**src/hdl/lbft_pkg.sv**
```systemverilog
`timescale 1ns / 1ps
// ----------------------------------------------------------------------------
// lbft_pkg
// shared types and constants of the learning bridge forwarding table
// ----------------------------------------------------------------------------
package lbft_pkg;

   localparam int ADDR_W                = 48;
   localparam int PORT_W                = 2;
   localparam int TABLE_ENTRIES_DEFAULT = 16;
   localparam int ADDR_BITS_DEFAULT     = 48;

   localparam logic [PORT_W-1:0] FLOOD_PORT = 2'd3;

   localparam logic REQ_FRAME = 1'b0;
   localparam logic REQ_CLEAR = 1'b1;

   typedef enum logic [1:0] {
      ST_IDLE,
      ST_SCAN,
      ST_UPDATE,
      ST_CLEAR
   } state_type;

   typedef struct packed {
      logic load;
      logic scan_step;
      logic finish;
      logic clear;
   } cmd_type;

   typedef struct packed {
      logic scan_done;
   } status_type;

endpackage

```
**src/hdl/lbft_ctrl.sv**
```systemverilog
`timescale 1ns / 1ps
// ----------------------------------------------------------------------------
// lbft_ctrl
// sequencer: takes an item, then clears the table, or steps the table scan, updates and responds
// ----------------------------------------------------------------------------
module lbft_ctrl
   import lbft_pkg::*;
(
   input  logic       clock,
   input  logic       reset,
   input  logic       start,
   input  logic       req_type,
   input  status_type status,
   output cmd_type    cmd,
   output logic       busy
);

   state_type state_ff;
   state_type state_in;

   always_ff @(posedge clock) begin
      if (reset) begin
         state_ff <= ST_IDLE;
      end else begin
         state_ff <= state_in;
      end
   end

   always_comb begin
      state_in = state_ff;
      case (state_ff)
         ST_IDLE: begin
            if (start) begin
               state_in = (req_type == REQ_CLEAR) ? ST_CLEAR : ST_SCAN;
            end
         end
         ST_SCAN: begin
            if (status.scan_done) begin
               state_in = ST_UPDATE;
            end
         end
         ST_UPDATE: state_in = ST_IDLE;
         ST_CLEAR:  state_in = ST_IDLE;
         default:   state_in = ST_IDLE;
      endcase
   end

   always_comb begin
      cmd  = '0;
      busy = 1'b1;
      case (state_ff)
         ST_IDLE: begin
            busy     = 1'b0;
            cmd.load = start;
         end
         ST_SCAN: begin
            cmd.scan_step = !status.scan_done;
         end
         ST_UPDATE: begin
            cmd.finish = 1'b1;
         end
         ST_CLEAR: begin
            cmd.clear = 1'b1;
         end
         default: begin
            busy = 1'b1;
         end
      endcase
   end

endmodule

```
**src/hdl/lbft_datapath.sv**
```systemverilog
`timescale 1ns / 1ps
// ----------------------------------------------------------------------------
// lbft_datapath
// entry memory, fill count, scan compare stage, learn update and response
// ----------------------------------------------------------------------------
module lbft_datapath
   import lbft_pkg::*;
#(
   parameter int TABLE_ENTRIES = TABLE_ENTRIES_DEFAULT,
   parameter int ADDR_BITS     = ADDR_BITS_DEFAULT
) (
   input  logic              clock,
   input  logic              reset,
   input  cmd_type           cmd,
   output status_type        status,
   input  logic [ADDR_W-1:0] req_src_addr,
   input  logic [PORT_W-1:0] req_src_port,
   input  logic [ADDR_W-1:0] req_dest_addr,
   output logic              rsp_valid,
   output logic [PORT_W-1:0] rsp_dest_port,
   output logic              rsp_learned,
   output logic              rsp_table_full_drop
);

   localparam int IDX_W = (TABLE_ENTRIES > 1) ? $clog2(TABLE_ENTRIES) : 1;
   localparam int CNT_W = $clog2(TABLE_ENTRIES + 1);
   localparam int ENT_W = ADDR_BITS + PORT_W;
   localparam logic [CNT_W-1:0] FULL_COUNT = CNT_W'(TABLE_ENTRIES);

   // entry memory: address in the upper bits, port in the lower
   logic [ENT_W-1:0] mem [TABLE_ENTRIES];

   logic [CNT_W-1:0]     count_ff;
   logic [CNT_W-1:0]     count_in;
   logic [CNT_W-1:0]     scan_idx_ff;
   logic                 rd_vld_ff;
   logic [IDX_W-1:0]     rd_idx_ff;
   logic [ENT_W-1:0]     rd_data_ff;

   logic [ADDR_BITS-1:0] src_key_ff;
   logic [ADDR_BITS-1:0] dst_key_ff;
   logic [PORT_W-1:0]    sport_ff;

   logic                 src_hit_ff;
   logic [IDX_W-1:0]     src_idx_ff;
   logic [PORT_W-1:0]    src_old_port_ff;
   logic                 dst_hit_ff;
   logic [PORT_W-1:0]    dst_port_ff;

   logic                 rsp_valid_ff;
   logic [PORT_W-1:0]    rsp_dest_port_ff;
   logic                 rsp_learned_ff;
   logic                 rsp_full_ff;

   logic [ADDR_BITS-1:0] rd_addr;
   logic [PORT_W-1:0]    rd_port;
   logic                 src_bcast;
   logic                 dst_bcast;
   logic                 table_full;
   logic                 wr_en;
   logic [IDX_W-1:0]     wr_idx;
   logic                 learned_in;
   logic                 full_drop_in;
   logic [PORT_W-1:0]    dport_in;

   assign rd_addr    = rd_data_ff[ENT_W-1:PORT_W];
   assign rd_port    = rd_data_ff[PORT_W-1:0];
   assign src_bcast  = &src_key_ff;
   assign dst_bcast  = &dst_key_ff;
   assign table_full = (count_ff == FULL_COUNT);

   assign status.scan_done = (scan_idx_ff == count_ff);

   // learn and lookup decision at the end of the scan
   always_comb begin
      wr_en        = 1'b0;
      wr_idx       = count_ff[IDX_W-1:0];
      learned_in   = 1'b0;
      full_drop_in = 1'b0;
      count_in     = count_ff;
      dport_in     = FLOOD_PORT;
      if (!src_bcast) begin
         if (src_hit_ff) begin
            wr_idx = src_idx_ff;
            if (src_old_port_ff != sport_ff) begin
               wr_en      = 1'b1;
               learned_in = 1'b1;
            end
         end else if (!table_full) begin
            wr_en      = 1'b1;
            learned_in = 1'b1;
            count_in   = count_ff + CNT_W'(1);
         end else begin
            full_drop_in = 1'b1;
         end
      end
      if (dst_bcast) begin
         dport_in = FLOOD_PORT;
      end else if (dst_key_ff == src_key_ff) begin
         dport_in = (src_hit_ff || !table_full) ? sport_ff : FLOOD_PORT;
      end else if (dst_hit_ff) begin
         dport_in = dst_port_ff;
      end
   end

   // memory
   always_ff @(posedge clock) begin
      if (cmd.finish && wr_en) begin
         mem[wr_idx] <= {src_key_ff, sport_ff};
      end
      if (cmd.scan_step) begin
         rd_data_ff <= mem[scan_idx_ff[IDX_W-1:0]];
         rd_idx_ff  <= scan_idx_ff[IDX_W-1:0];
      end
   end

   // control registers
   always_ff @(posedge clock) begin
      if (reset) begin
         count_ff     <= '0;
         scan_idx_ff  <= '0;
         rd_vld_ff    <= 1'b0;
         rsp_valid_ff <= 1'b0;
      end else begin
         rd_vld_ff    <= cmd.scan_step;
         rsp_valid_ff <= cmd.finish || cmd.clear;
         if (cmd.load) begin
            scan_idx_ff <= '0;
         end else if (cmd.scan_step) begin
            scan_idx_ff <= scan_idx_ff + CNT_W'(1);
         end
         if (cmd.clear) begin
            count_ff <= '0;
         end else if (cmd.finish) begin
            count_ff <= count_in;
         end
      end
   end

   // item capture, compare stage and response payload
   always_ff @(posedge clock) begin
      if (cmd.load) begin
         src_key_ff <= ADDR_BITS'(req_src_addr);
         dst_key_ff <= ADDR_BITS'(req_dest_addr);
         sport_ff   <= req_src_port;
         src_hit_ff <= 1'b0;
         dst_hit_ff <= 1'b0;
      end else if (rd_vld_ff) begin
         if (rd_addr == src_key_ff) begin
            src_hit_ff      <= 1'b1;
            src_idx_ff      <= rd_idx_ff;
            src_old_port_ff <= rd_port;
         end
         if (rd_addr == dst_key_ff) begin
            dst_hit_ff  <= 1'b1;
            dst_port_ff <= rd_port;
         end
      end
      if (cmd.clear) begin
         rsp_dest_port_ff <= '0;
         rsp_learned_ff   <= 1'b0;
         rsp_full_ff      <= 1'b0;
      end else if (cmd.finish) begin
         rsp_dest_port_ff <= dport_in;
         rsp_learned_ff   <= learned_in;
         rsp_full_ff      <= full_drop_in;
      end
   end

   assign rsp_valid           = rsp_valid_ff;
   assign rsp_dest_port       = rsp_dest_port_ff;
   assign rsp_learned         = rsp_learned_ff;
   assign rsp_table_full_drop = rsp_full_ff;

endmodule

```
**src/hdl/learning_bridge_forwarding_table_core.sv**
```systemverilog
`timescale 1ns / 1ps
// frame item: busy while the entries learned so far are scanned and the table is
// updated; result strobe rises in the cycle after the update state
// clear item: busy in the clear state, result strobe rises in the cycle after it
// next item taken as soon as busy drops; results are never held off
// the scan reads one entry per cycle from the single-port entry memory
// reset empties the table at once (fill count cleared); no clearing pass
// ----------------------------------------------------------------------------
// learning_bridge_forwarding_table_core
// learning bridge forwarding table: learns source stations, looks up dest
// ----------------------------------------------------------------------------
module learning_bridge_forwarding_table_core
   import lbft_pkg::*;
#(
   parameter int TABLE_ENTRIES = TABLE_ENTRIES_DEFAULT,
   parameter int ADDR_BITS     = ADDR_BITS_DEFAULT
) (
   input  logic              clock,
   input  logic              reset,
   input  logic              start,
   output logic              busy,
   input  logic              req_type,
   input  logic [ADDR_W-1:0] req_src_addr,
   input  logic [PORT_W-1:0] req_src_port,
   input  logic [ADDR_W-1:0] req_dest_addr,
   output logic              rsp_valid,
   output logic [PORT_W-1:0] rsp_dest_port,
   output logic              rsp_learned,
   output logic              rsp_table_full_drop
);

   cmd_type    cmd;
   status_type status;

   lbft_ctrl u_ctrl (
      .clock    (clock),
      .reset    (reset),
      .start    (start),
      .req_type (req_type),
      .status   (status),
      .cmd      (cmd),
      .busy     (busy)
   );

   lbft_datapath #(
      .TABLE_ENTRIES (TABLE_ENTRIES),
      .ADDR_BITS     (ADDR_BITS)
   ) u_datapath (
      .clock               (clock),
      .reset               (reset),
      .cmd                 (cmd),
      .status              (status),
      .req_src_addr        (req_src_addr),
      .req_src_port        (req_src_port),
      .req_dest_addr       (req_dest_addr),
      .rsp_valid           (rsp_valid),
      .rsp_dest_port       (rsp_dest_port),
      .rsp_learned         (rsp_learned),
      .rsp_table_full_drop (rsp_table_full_drop)
   );

   // one item in flight: a result never overlaps a busy block
   assert property (@(posedge clock) disable iff (reset)
      rsp_valid |-> !busy)
      else $error("result strobe while busy");

   assert property (@(posedge clock) disable iff (reset)
      (start && !busy) |=> (busy && !rsp_valid))
      else $error("accepted item did not start work");

   assert property (@(posedge clock) disable iff (reset)
      rsp_valid |-> !(rsp_learned && rsp_table_full_drop))
      else $error("learned and dropped in one result");

   assert property (@(posedge clock) disable iff (reset)
      (start && !busy && req_type == REQ_CLEAR) |=> ##1 (rsp_valid && rsp_dest_port == '0))
      else $error("clear item gave wrong result");

endmodule
```
**config.mk**
```make
export PLATFORM = sky130hd
export DESIGN_NAME = learning_bridge_forwarding_table_core
export DESIGN_NICKNAME = d
export VERILOG_FILES = /design/src/hdl/lbft_pkg.sv /design/src/hdl/lbft_ctrl.sv /design/src/hdl/lbft_datapath.sv /design/src/hdl/learning_bridge_forwarding_table_core.sv
export SDC_FILE = /design/constraint.sdc
export NUM_CORES = 1
export LEC_CHECK = 0
export ABC_AREA = 1
export BUFFER_PORTS_ARGS = -buffer_cell sky130_fd_sc_hd__buf_2
export CORE_MARGIN = 5
export CORE_UTILIZATION = 25
export CTS_BUF_LIST = sky130_fd_sc_hd__clkbuf_8 sky130_fd_sc_hd__clkbuf_16
export DETAILED_ROUTE_END_ITERATION = 6
export PLACE_DENSITY = 0.46
export SETUP_SLACK_MARGIN = 0.2
export SLEW_MARGIN = 20
export SYNTH_ARGS = -nofsm -noshare
export SYNTH_HDL_FRONTEND = slang
export SYNTH_HIERARCHICAL = 1
export SYNTH_SLANG_ARGS = --single-unit
```
**constraint.sdc**
```tcl
create_clock -name clock -period 9.1 [get_ports clock]
set_input_delay 1.82 -clock clock [delete_from_list [all_inputs] [get_ports clock]]
set_output_delay 1.82 -clock clock [all_outputs]
set_load 0.01 [all_outputs]
```
# Word-level counts from Yosys, hierarchy flattened
# Memory sizes are Yosys's and may differ from the RTL's. A register that Yosys moved wholly into a read port is not among the register bits.
# Cells that the tools add are included.
dict set report word_totals {
  in_bits 102
  wordCells 76
  out_inout_bits 6
  ff_bits 130
  n_memories 1
  mem_bits_rw 800
}
dict set report classes {
  n_mux 24
  reduce_logical 17
  add_sub_neg 2
  eq_ne 11
  bitwise_logic 4
}
# memory words word_bits rd rd_ports_with_merged_regs write_ports line
set memory_table {}
lappend memory_table {u_datapath.mem 16 50 1 1 1 lbft_datapath.sv:31} ;# logic [ENT_W-1:0] mem [TABLE_ENTRIES];
# operator count
set op_table {}
lappend op_table {{$eq A48 B48 Y1} 3}
lappend op_table {{$reduce_and A48 Y1} 2}
lappend op_table {{$mux W1} 14}
lappend op_table {{$mux W2} 7}
lappend op_table {{$add A5 B1 Y5 const B} 2}
lappend op_table {{$mux W4} 2}
lappend op_table {{$pmux W2 S3} 1}
lappend op_table {{$reduce_and A2 Y1} 3}
lappend op_table {{$reduce_and A3 Y1} 2}
lappend op_table {{$reduce_or A2 Y1} 3}
lappend op_table {{$eq A5 B5 Y1} 1}
lappend op_table {{$eq A5 B5 Y1 const B} 1}
lappend op_table {{$eq A2 B2 Y1 const B} 2}
lappend op_table {{$not A1 Y1} 4}
lappend op_table {{$reduce_and A4 Y1} 1}
lappend op_table {{$eq A2 B1 Y1 const B} 1}
lappend op_table {{$logic_not A1 Y1} 2}
lappend op_table {{$logic_not A2 Y1} 1}
lappend op_table {{$logic_or A1 B1 Y1} 2}
lappend op_table {{$ne A2 B1 Y1 const B} 1}
lappend op_table {{$ne A2 B2 Y1} 1}
lappend op_table {{$ne A2 B2 Y1 const B} 1}
lappend op_table {{$logic_and A1 B1 Y1} 1}

# Logic depth before layout (Yosys ltp)
# Gate-level depths: netlist of run 1.
dict set report depth {
  ltp_word 7
  depth_mapped 13
  ltp_nobuf 13
}

# Modules after synthesis
# Netlist of run 1, hierarchy kept.
# mod seq_area_each_um2 area_each_um2 instances cells_per_inst
set by_module_without_submodules {}
lappend by_module_without_submodules {lbft_datapath 29188.0 39915.8 1 3184}
lappend by_module_without_submodules {lbft_ctrl 40.0 123.9 1 21}

# Least setup slack after synthesis of run 1
# OpenSTA, ideal clock, no wires.
dict set report synth_timing {
  kind {input -> register}
  from {input start}
  to {register u_datapath.dst_port_ff[0], enable pin}
  path_slack_ps 4241
  cell_stages 11
  required_time_ps 8858
  setup_ps 242
  path_buffers 0
  arrival_ps 4617
  path_cell_list {nand2_2 inv_1 inv_1 nand2_1 inv_1 nand4_1 nor3_1 nand4_1 nor2_1 nand2_1 nor2_1}
}
# item line
set synth_rtl {}
lappend synth_rtl {{start, declared} learning_bridge_forwarding_table_core.sv:20} ;# input logic start,
lappend synth_rtl {{end signal, assigned} lbft_datapath.sv:156} ;# dst_port_ff <= rd_port;
lappend synth_rtl {{end, declared} lbft_datapath.sv:48} ;# logic [PORT_W-1:0] dst_port_ff;

# Final worst setup path of run 1
dict set report layout_timing {
  from {register u_datapath.src_key_ff[19]}
  to {memory u_datapath/mem[7][12] (netlist name), enable pin}
}
dict set report layout_via {
  elab_chain_len 5
  elab_cells_between_ends 6
  classes_between {4 x mux; 2 x reduce/logical}
}
# item line
set layout_rtl {}
lappend layout_rtl {{start, declared} lbft_datapath.sv:40} ;# logic [ADDR_BITS-1:0] src_key_ff;
lappend layout_rtl {{start signal, assigned} lbft_datapath.sv:143} ;# src_key_ff <= ADDR_BITS'(req_src_addr);
lappend layout_rtl {{$reduce_and A48 Y1 (*)} lbft_datapath.sv:68} ;# assign src_bcast = &src_key_ff;
lappend layout_rtl {{$mux W1} lbft_datapath.sv:82} ;# if (!src_bcast) begin
lappend layout_rtl {{$logic_and A1 B1 Y1} lbft_datapath.sv:108} ;# if (cmd.finish && wr_en) begin
lappend layout_rtl {{$mux W1} lbft_datapath.sv:108}
lappend layout_rtl {{$mux W1 (implied by the code)} lbft_datapath.sv:109} ;# mem[wr_idx] <= {src_key_ff, sport_ff};
lappend layout_rtl {{end, declared} lbft_datapath.sv:31}
# Every way passes the cells marked *; elsewhere a longest branch is shown, timed or not.

==> results.ini, run 1 <==
[cts]
cts_inserted_buffers = 109
htree_levels = 3
cts_setup_buffers = 0
clkSinkCount = 980
insertion_delay_ns = 0.74
ctsHoldBuffers = 0
ctsRootBufferMaster = clkbuf_16
cts_tree = built
cts.clk_slew.worst_paths_ns = 0.06
cts_buffer_depth = 3
post_cts_resized = 0

[power]
leakagePower_nw = 15.6
p_per_area_mw_per_mm2 = 213
p_total_w = 0.00991
peakVddDrop_mv = 0.153

[placed_design]
dp_hpwl_um = 77100
dpl_worst_slack_ns = 4.61
place_congestion = 0.899
io_buffers = 107
dpl.cell_count = 5281

[synthesis]
synth-main-ff-cell = edfxtp_1
postSynthCellCount = 3205
synth_area_per_cell_um2 = 12.5
syn_nets = 3310
synth_top_area_cell = edfxtp_1
yosys_warnings = 6
synth_edf_count = 960
synthDistinctLibCells = 41
ys_ff_latch = 980
synth_top_area_share_pct = 72.0
synthArstFlopShare_pct = 0
ys_seq_area_share_pct = 73.0
mappedNetlistArea_mm2 = 0.0400
synth_area_leaders = edfxtp_1 72%, o21ai_0 5.4%, nor2_1 4.8%

[hold_path]
hp-class = reg2reg
hp-start = u_datapath/rd_idx_ff[2]
whs_path_depth = 0
whs_endpoint = u_datapath/src_idx_ff[2]

[sta]
rsz0062_at_grt = false
max_freq_mhz = 226
slew_headroom_pct = 21.7
finClkSkew_ns = 0.0336
finalSetupViolCount = 0
timing.final.crit_period_ns = 4.43
tightest_slew_ns = 1.17
slew_violations = 0
fin_setup_tns_ns = 0
hold_violations = 0
fin_ws_ns = 4.67
timing.final.crit_share_pct = 48.7
hold_ws_ns = 0.422

[critical_path]
crit_fanout = 35
path_cells = inv_1 -> nor3_1 -> nand2_1 -> nor2_2 -> nand3_2 -> nand2_2 -> o21ai_4 -> inv_2 -> nand3_2 -> nor2_4 -> buf_4
slowest_delay_ns = 0.71
arrival_ns = 4.77
critPathLaunchType = flop
endpoint_kind = flop
crit_required_ns = 9.44
worstSetupPathType = reg2reg
r2r-start = u_datapath/src_key_ff[19]
slowest_stage = buf_4
r2r_cells = 11
regToRegSetupSlack_ns = 4.67
cp_common_cell = nand3_2
r2r_end = u_datapath/mem[7][12]

[routing]
first_iter_violations = 2489
routed_wirelength_um = 130000
wire_per_inst_um = 23.8
drtAntennaViolNets = 0
remaining_drc_errors = 0
vias = 26405
dr.pass1.iters = 5
avgViaCountPerCell = 4.82

[outcome]
outcome = completed

[global_route]
grt_max_degree = 198
first_global_vias = 25343
grt_overflow = 0
grt_usage_pct = 15.0
antenna_found_initial = 10
grt_pass1_wl_um = 186000

[job]
cap_violations = 0

[layout]
drive_gt1_share_pct = 11.3
area_growth_pct = 16.2
final_nets = 3425
layout.cells.non_filler = 5479

[floorplan]
die_x_um = 410
initial_core_util_pct = 25.2
die_y_um = 410
core_area_mm2 = 0.159
dieArea_mm2 = 0.168
pin_count = 108
rows = 146

## power by group
group / switching (W) / leakage (nW) / total (W) / internal [W]
clock: 0.00183 / 1.73 / 0.00418 / 0.00236
combinational: 0.000391 / 5.06 / 0.000541 / 0.000150
sequential: 0.000111 / 8.86 / 0.00518 / 0.00507
total: 0.00233 / 15.6 / 0.00991 / 0.00758
## metrics by stage
step / area [um^2] / utilization [%]
3_3_place_gp: 43200 / 27.2
5_1_grt: 46500 / 29.3
6_report: 46500 / 29.3
4_1_cts: 46500 / 29.3
3_5_place_dp: 43200 / 27.2
2_1_floorplan: 40000 / -
## placed cells by master, fill, tap and decap left out, types with 6 or more instances in the layout
cell,instances
inv_2,7
o221ai_1,159
o211ai_1,43
nor3_1,36
edfxtp_1,960
o21ai_0,429
bufinv_16,6
buf_4,62
nand2_1,377
inv_1,190
nand4_1,62
xor2_1,13
nor4_1,11
clkbuf_16,110
a21oi_1,6
clkinv_2,15
nand3_1,88
o22ai_1,45
buf_2,107
nor2_4,16
nand2_2,9
clkinv_1,29
or2_2,17
xnor2_1,31
dfxtp_1,16
nor2_1,500
## synthesized netlist by cell type (6+ instances only)
| master | instances |
|---|---|
| inv_1 | 169 |
| inv_2 | 7 |
| buf_1 | 7 |
| or2_2 | 17 |
| o221ai_1 | 159 |
| nand3_1 | 88 |
| o211ai_1 | 43 |
| clkbuf_1 | 133 |
| nor4_1 | 11 |
| nor3_1 | 36 |
| o21ai_0 | 429 |
| nand2_1 | 377 |
| buf_2 | 26 |
| xnor2_1 | 31 |
| edfxtp_1 | 960 |
| a21oi_1 | 6 |
| xor2_1 | 13 |
| dfxtp_1 | 20 |
| nor2_1 | 516 |
| o22ai_1 | 45 |
| nand2_2 | 9 |
| nand4_1 | 62 |
## routing by layer
layer	vias to the layer above	GRT usage, %	wire (um)
li1	12034	-	-
met1	13278	21.5	59900
met2	891	23.6	58900
met3	202	2.64	8310
met4	0	4.06	3210
met5	-	0	0
## critical path: cells and delay by family, from the launching register on
family	cells	cell delay [ns]
AOI/OAI and AO/OA	1	0.09
buffers and inverters	3	0.97
and+or+nand+nor	7	2.23
DFF	1	0.70
## area by class of cell
| class | instances | area [um^2] |
|---|---|---|
| Tap cell | 2072 | 2590 |
| Antenna cell | 2 | 5.00 |
| Sequential cell | 980 | 29200 |
| Clock buffer | 110 | 2750 |
| Fill cell | 16003 | 112000 |
| Inverter | 179 | 693 |
| Clock inverter | 86 | 608 |
| Timing Repair Buffer | 171 | 1040 |
| Multi-Input combinational cell | 1879 | 9590 |
## sequential cells by signal, summed over array words and instances, names as in the netlist, 2 cells and up
signal,flops
u_ctrl/state_ff,2
u_datapath/count_ff,5
u_datapath/dst_key_ff,48
u_datapath/dst_port_ff,2
u_datapath/mem,800
u_datapath/rd_data_ff,50
u_datapath/rd_idx_ff,4
u_datapath/rsp_dest_port,2
u_datapath/scan_idx_ff,5
u_datapath/sport_ff,2
u_datapath/src_idx_ff,4
u_datapath/src_key_ff,48
u_datapath/src_old_port_ff,2
## logic make-up (layout without fill, tap and decap cells)
group / Yosys count / count (layout) / share of synthesized area [%]
other: 0 / 2 / 0
buffers and inverters: 346 / 546 / 3.35
and+or+nand+nor: 1134 / 1134 / 11.8
adders and majority gates: 3 / 3 / 0.0938
xor gates and xnor gates: 44 / 44 / 0.962
AOI/OAI and AO/OA: 698 / 698 / 10.8
DFF: 980 / 980 / 73.0
## how the worst max path moves through the flow
stage / slack [ns] / start / to
2_1_floorplan: 4.24 / start / u_datapath/dst_port_ff[0]
3_3_place_gp: 4.66 / u_datapath/src_key_ff[19] / u_datapath/mem[5][12]
3_5_place_dp: 4.61 / u_datapath/src_key_ff[19] / u_datapath/mem[5][12]
4_1_cts: 4.58 / u_datapath/src_key_ff[19] / u_datapath/mem[7][12]
5_1_grt: 4.43 / u_datapath/src_key_ff[19] / u_datapath/mem[7][12]
6_report: 4.67 / u_datapath/src_key_ff[19] / u_datapath/mem[7][12]
No activity file was read; power rests on OpenSTA's default activity.
==> inputs of run 2 (changes only) <==
Clock period 9.1 ns to 4.3 ns, I/O delays scaled along.
==> run 2 against run 1 <==
Against the previous run: clock power rose by 110%; die area did not move; non-clock buffer count rose by 34; critical endpoint is now u_datapath/mem[0][40]; largest power group unchanged; global-route usage rose by 0.52 points; fmax rose by 21%; combinational power rose by 130%.
==> results.ini, run 2 (synthesized netlist as in run 1, its figures left out) <==
[sta]
hold_violations = 0  ; unchanged
timing.final.crit_share_pct = 85.3  ; was 48.7%
max_freq_mhz = 273  ; was 226 MHz
hold_ws_ns = 0.292  ; was 0.422 ns
slew_violations = 0  ; unchanged
rsz0062_at_grt = false  ; unchanged
timing.final.crit_period_ns = 3.67  ; was 4.43 ns
slew_headroom_pct = 27.2  ; was 21.7%
finClkSkew_ns = 0.0443  ; was 0.0336 ns
finalSetupViolCount = 0  ; unchanged
fin_setup_tns_ns = 0  ; unchanged
tightest_slew_ns = 1.09  ; was 1.17 ns

[job]
cap_violations = 0  ; unchanged

[hold_path]
hp-class = in2reg  ; was reg2reg

[cts]
cts_tree = built  ; unchanged
cts_buffer_depth = 3  ; unchanged
htree_levels = 3  ; unchanged
clkSinkCount = 980  ; unchanged
insertion_delay_ns = 0.74  ; about the same
cts_inserted_buffers = 107  ; was 109
cts_setup_buffers = 0  ; unchanged
ctsHoldBuffers = 0  ; unchanged
post_cts_resized = 0  ; unchanged
ctsRootBufferMaster = clkbuf_16  ; unchanged
cts.clk_slew.worst_paths_ns = 0.06  ; about the same

[layout]
drive_gt1_share_pct = 12.3  ; was 11.3%
nFillCells = 15991  ; was 16003
largest_reg_flops = 800  ; unchanged
area_growth_pct = 17.2  ; was 16.2%
mostFrequentLayoutCell = edfxtp_1  ; unchanged
antennaDiodeCount = 0  ; was 2
reg_top3 = u_datapath/mem (800), u_datapath/rd_data_ff (50)  ; unchanged
final_cell_mix = 960 x edfxtp_1, 500 x nor2_1, 429 x o21ai_0, 377 x nand2_1, 190 x inv_1  ; unchanged
max_flop_register = u_datapath/mem  ; unchanged
final_nets = 3457  ; was 3425

[routing]
remaining_drc_errors = 0  ; unchanged
wire_per_inst_um = 24.5  ; was 23.8 um
drtAntennaViolNets = 0  ; unchanged
avgViaCountPerCell = 4.84  ; was 4.82
routed_wirelength_um = 135000  ; was 130000 um
dr.pass1.iters = 6  ; was 5
vias = 26684  ; was 26405
first_iter_violations = 2552  ; was 2489

[critical_path]
r2r_cells = 9  ; was 11
r2r-start = u_datapath/src_key_ff[14]  ; was u_datapath/src_key_ff[19]
r2r_end = u_datapath/mem[0][40]  ; was u_datapath/mem[7][12]
worstSetupPathType = reg2reg  ; unchanged
crit_required_ns = 4.64  ; was 9.44 ns
critPathLaunchType = flop  ; unchanged
regToRegSetupSlack_ns = 0.63  ; was 4.67 ns
endpoint = u_datapath/mem[0][40]  ; was u_datapath/mem[7][12]
crit_path_start = u_datapath/src_key_ff[14]  ; was u_datapath/src_key_ff[19]
endpoint_kind = flop  ; unchanged
arrival_ns = 4.00  ; was 4.77 ns
crit_fanout = 31  ; was 35

[power]
p_total_w = 0.0209  ; was 0.00991 W
peakVddDrop_mv = 0.275  ; was 0.153 mV
p_per_area_mw_per_mm2 = 445  ; was 213 mW/mm^2
leakagePower_nw = 15.8  ; was 15.6 nW

[floorplan]
pin_count = 108  ; unchanged
die_y_um = 410  ; unchanged
rows = 146  ; unchanged
dieArea_mm2 = 0.168  ; unchanged
die_x_um = 410  ; unchanged
initial_core_util_pct = 25.2  ; unchanged
core_area_mm2 = 0.159  ; unchanged

[global_route]
grt_usage_pct = 15.5  ; was 15.0%
grt_max_degree = 185  ; was 198
grt_pass1_wl_um = 190000  ; was 186000 um
first_global_vias = 25399  ; was 25343
antenna_found_initial = 13  ; was 10
grt_overflow = 0  ; unchanged

[placed_design]
place_congestion = 0.932  ; was 0.899
dp_hpwl_um = 81800  ; was 77100 um
io_buffers = 107  ; unchanged

[outcome]
outcome = completed  ; unchanged

run 2: area by class of cell:
| class | count | area, um^2 | share of cell area [%] |
|---|---|---|---|
| clock buffers | 109 | 2730 | 5.81 |
| clock inverters | 88 | 571 | 1.22 |
| inverters | 179 | 694 | 1.48 |
| flip-flops and latches | 980 | 29200 | 62.3 |
| multi-input cells | 1879 | 9590 | 20.4 |
| well taps | 2072 | 2590 | 5.53 |
| repair buffers | 205 | 1500 | 3.19 |
run 2: critical path, stage by stage, from the launching register on:
cell and delay (ns):
edfxtp_1 0.75, inv_1 0.17, nor3_1 0.36, nand2_1 0.13, nor2_1 0.20, nand3_2 0.34, o21ai_2 0.40, nand3_1 0.26
nor2_4 0.18, buf_4 0.48
run 2: how the worst min path moves through the flow:
stage / startpoint / end / slack (ns) / cells past startpoint
after CTS: req_dest_addr[0] / u_datapath/dst_key_ff[0] / 0.23 / 1
after detailed placement: u_datapath/rd_idx_ff[0] / u_datapath/src_idx_ff[0] / 0.41 / 0
after global placement: u_datapath/rd_idx_ff[0] / u_datapath/src_idx_ff[0] / 0.41 / 0
final: req_dest_addr[0] / u_datapath/dst_key_ff[0] / 0.29 / 1
after global routing: req_dest_addr[22] / u_datapath/dst_key_ff[22] / 0.27 / 1
after floorplan: u_datapath/rd_idx_ff[0] / u_datapath/src_idx_ff[0] / 0.40 / 0
run 2: report_power, final:
group | switching, W | internal (W) | leakage (nW)
sequential | 0.000174 | 0.0107 | 8.86
combinational | 0.000917 | 0.000338 | 5.29
clock | 0.00385 | 0.00488 | 1.70
total | 0.00494 | 0.0159 | 15.8
run 2: through the flow:
stage / area [um^2] / util [%] / instances / worst slack [ns]
6_report: 46900 / 29.6 / 5512 / 0.632
4_1_cts: 46900 / 29.6 / 5512 / 0.660
5_1_grt: 46900 / 29.6 / 5512 / 0.431
3_5_place_dp: 43600 / 27.5 / 5315 / 0.708
3_3_place_gp: 43600 / 27.5 / 5315 / 0.725
2_1_floorplan: 40000 / - / 3205 / 0.135
run 2: layer usage:
layer | wire length [um] | track usage [%]
met5 | 27 | 0
met4 | 3640 | 4.70
met1 | 62000 | 22.4
met3 | 8630 | 2.63
met2 | 60600 | 24.1
==> inputs of run 3 (changes only) <==
Settings changed: ABC_AREA 1 to not set, CORE_ASPECT_RATIO set to 1.4, PLACE_DENSITY 0.46 to not set.
==> run 3 against run 2 <==
Against the previous run: core utilization fell by 0.23 points; sequential cell count did not move; die area fell by 5.3%; final area fell by 5.6%; fmax fell by 2.2%; synthesized area fell by 5.5%; critical endpoint is now u_datapath/mem[11][39]; synthesized cell count fell by 48%; wire length fell by 22%.
==> results.ini, run 3 <==
[cts]
cts_inserted_buffers = 90  ; was 107
cts.clk_slew.worst_paths_ns = 0.06  ; about the same
cts_buffer_depth = 3  ; unchanged
ctsRootBufferMaster = clkbuf_16  ; unchanged
clkSinkCount = 980  ; unchanged
post_cts_resized = 0  ; unchanged
ctsHoldBuffers = 0  ; unchanged
cts_tree = built  ; unchanged
htree_levels = 3  ; unchanged
insertion_delay_ns = 0.69  ; was 0.74 ns
cts_setup_buffers = 0  ; unchanged

[layout]
area_growth_pct = 17.1  ; was 17.2%
nFillCells = 14638  ; was 15991
reg_top3 = u_datapath/mem (800), u_datapath/rd_data_ff (50)  ; unchanged
max_flop_register = u_datapath/mem  ; unchanged
mostFrequentLayoutCell = edfxtp_1  ; unchanged
final_cell_mix = 960 x edfxtp_1, 250 x mux4_2, 107 x buf_2, 92 x clkbuf_16, 88 x xor2_1  ; was 960 x edfxtp_1, 500 x nor2_1, 429 x o21ai_0, 377 x nand2_1, 190 x inv_1
largest_reg_flops = 800  ; unchanged
seq_area_mm2 = 0.0292  ; about the same
layout.cells.non_filler = 3924  ; was 5512
multiInputGateArea_mm2 = 0.00831  ; was 0.00959 mm^2
final_nets = 1987  ; was 3457
drive_gt1_share_pct = 31.1  ; was 12.3%

[sta]
max_freq_mhz = 267  ; was 273 MHz
tightest_slew_ns = 1.06  ; was 1.09 ns
fin_setup_tns_ns = 0  ; unchanged
slew_headroom_pct = 29.5  ; was 27.2%
rsz0062_at_grt = false  ; unchanged
slew_violations = 0  ; unchanged
finalSetupViolCount = 0  ; unchanged
finClkSkew_ns = 0.0195  ; was 0.0443 ns
hold_violations = 0  ; unchanged
timing.final.crit_share_pct = 87.3  ; was 85.3%
timing.final.crit_period_ns = 3.75  ; was 3.67 ns

[synthesis]
postSynthCellCount = 1659  ; was 3205
synth_top_area_share_pct = 76.2  ; was 72.0%
ys_ff_latch = 980  ; unchanged
synthArstFlopShare_pct = 0  ; unchanged
synth_top_area_cell = edfxtp_1  ; unchanged
synth-main-ff-cell = edfxtp_1  ; unchanged
synth_commonest_cells = 960 x edfxtp_1, 250 x mux4_2, 88 x xor2_1  ; was 960 x edfxtp_1, 516 x nor2_1, 429 x o21ai_0
yosys_warnings = 6  ; unchanged
synth_most_common_cell = edfxtp_1  ; unchanged
ys_seq_area_share_pct = 77.3  ; was 73.0%
synthDistinctLibCells = 44  ; was 41
syn_nets = 1764  ; was 3310
mappedNetlistArea_mm2 = 0.0378  ; was 0.0400 mm^2
synth_area_leaders = edfxtp_1 76%, mux4_2 15%, xor2_1 2.0%  ; was edfxtp_1 72%, o21ai_0 5.4%, nor2_1 4.8%
synth_edf_count = 960  ; unchanged
synth_area_per_cell_um2 = 22.8  ; was 12.5 um^2

[job]
cap_violations = 0  ; unchanged

[routing]
avgViaCountPerCell = 4.64  ; was 4.84
remaining_drc_errors = 0  ; unchanged
dr.pass1.iters = 5  ; was 6
wire_per_inst_um = 26.6  ; was 24.5 um
first_iter_violations = 1992  ; was 2552
drtAntennaViolNets = 0  ; unchanged
vias = 18192  ; was 26684
routed_wirelength_um = 105000  ; was 135000 um

[global_route]
grt_overflow = 0  ; unchanged
grt_max_degree = 75  ; was 185
grt_pass1_wl_um = 147000  ; was 190000 um
antenna_found_initial = 21  ; was 13
first_global_vias = 18880  ; was 25399
grt_usage_pct = 12.9  ; was 15.5%

[critical_path]
r2r_cells = 6  ; was 9
arrival_ns = 4.05  ; was 4.00 ns
slowest_stage = buf_4  ; was edfxtp_1
r2r_end = u_datapath/mem[11][39]  ; was u_datapath/mem[0][40]
regToRegSetupSlack_ns = 0.55  ; was 0.63 ns
slowest_delay_ns = 0.78  ; was 0.75 ns
critPathLaunchType = flop  ; unchanged
crit_fanout = 50  ; was 31
worst-path-buf-inv = 1  ; was 2
path_cells = nand4_1 -> nor4_2 -> a31oi_1 -> mux2i_1 -> nor2_4 -> buf_4  ; was inv_1 -> nor3_1 -> nand2_1 -> nor2_1 -> nand3_2 -> o21ai_2 -> nand3_1 -> nor2_4 -> buf_4
crit_required_ns = 4.60  ; was 4.64 ns
path_delay_family = simple AND/OR/NAND/NOR gates  ; unchanged
worstSetupPathType = reg2reg  ; unchanged
r2r-start = u_datapath/src_key_ff[35]  ; was u_datapath/src_key_ff[14]
endpoint_kind = flop  ; unchanged

[floorplan]
die_y_um = 470  ; was 410 um
die_x_um = 339  ; was 410 um
initial_core_util_pct = 25.1  ; was 25.2%
core_area_mm2 = 0.151  ; was 0.159 mm^2
rows = 169  ; was 146
pin_count = 108  ; unchanged
dieArea_mm2 = 0.159  ; was 0.168 mm^2

[placed_design]
place_congestion = 0.899  ; was 0.932
dpl.cell_count = 3756  ; was 5315
dp_hpwl_um = 66400  ; was 81800 um
io_buffers = 107  ; unchanged

[power]
peakVddDrop_mv = 0.318  ; was 0.275 mV
p_per_area_mw_per_mm2 = 438  ; was 445 mW/mm^2
leakagePower_nw = 13.3  ; was 15.8 nW

[hold_path]
hp-start = req_dest_addr[46]  ; was req_dest_addr[0]
whs_endpoint = u_datapath/dst_key_ff[46]  ; was u_datapath/dst_key_ff[0]
hp-class = in2reg  ; unchanged
whs_path_depth = 1  ; unchanged

[outcome]
outcome = completed  ; unchanged

run 3: cell types whose count changed in the layout (fill, tap and decap cells not counted), moves of 154 or more:
cell and change:
mux4_2 +250, inv_1 -154, o21ai_0 -426, nor2_1 -489, nand2_1 -365, o221ai_1 -156
run 3: layout make-up:
| type | count | area share (%) |
|---|---|---|
| Sequential cell | 980 | 66.0 |
| Multi-Input combinational cell | 597 | 18.8 |
| Tap cell | 1966 | 5.56 |
| Clock buffer | 92 | 5.20 |
| Timing Repair Buffer | 195 | 3.10 |
| Clock inverter | 67 | 1.14 |
| Inverter | 18 | 0.153 |
| Antenna cell | 9 | 0.0509 |
run 3: worst max-delay path by stage:
stage	from	end	slack, ns	depth (start not counted)
2_1_floorplan	u_datapath/src_key_ff[46]	u_datapath/mem[15][0]	0.01	5
3_3_place_gp	u_datapath/src_key_ff[35]	u_datapath/mem[8][38]	0.68	6
3_5_place_dp	u_datapath/src_key_ff[35]	u_datapath/mem[11][32]	0.51	6
4_1_cts	u_datapath/src_key_ff[35]	u_datapath/mem[11][23]	0.50	6
5_1_grt	u_datapath/src_key_ff[35]	u_datapath/mem[11][39]	0.33	6
6_report	u_datapath/src_key_ff[35]	u_datapath/mem[11][39]	0.55	6
run 3: kinds of logic after synthesis:
kind of cell    after synthesis  synth area share [%]
simple gates                158                  2.35
buf+inv                      82                  1.12
fa+ha+maj                     3                0.0992
compound gates               33                 0.695
mux                         260                  15.2
flops                       980                  77.3
xor+xnor                    143                  3.31
run 3: power by group:
group,switching (W),internal (W),total (W)
Clock,0.00351,0.00421,0.00772
Combinational,0.000547,0.000285,0.000832
Sequential,0.000159,0.0107,0.0109
run 3: per-layer routing:
layer / vias up / routed length (um) / global-route usage (%)
met1: 9760 / 41200 / 16.4
met4: 8 / 3160 / 4.32
met3: 141 / 8210 / 3.26
met2: 822 / 51900 / 21.6
li1: 7461 / - / -
met5: - / 47 / 0
run 3: metrics by stage:
step           hold slack (ns)  cell area (um^2)  power, W  utilization (%)  worst slack (ns)
5_1_grt                  0.314             44300    0.0200             29.3             0.333
3_3_place_gp             0.418             41400    0.0119             27.5             0.676
6_report                 0.345             44300    0.0194             29.3             0.548
2_1_floorplan            0.400             37800    0.0114                -            0.0131
4_1_cts                  0.286             44300    0.0196             29.3             0.498
3_5_place_dp             0.408             41400    0.0119             27.5             0.512
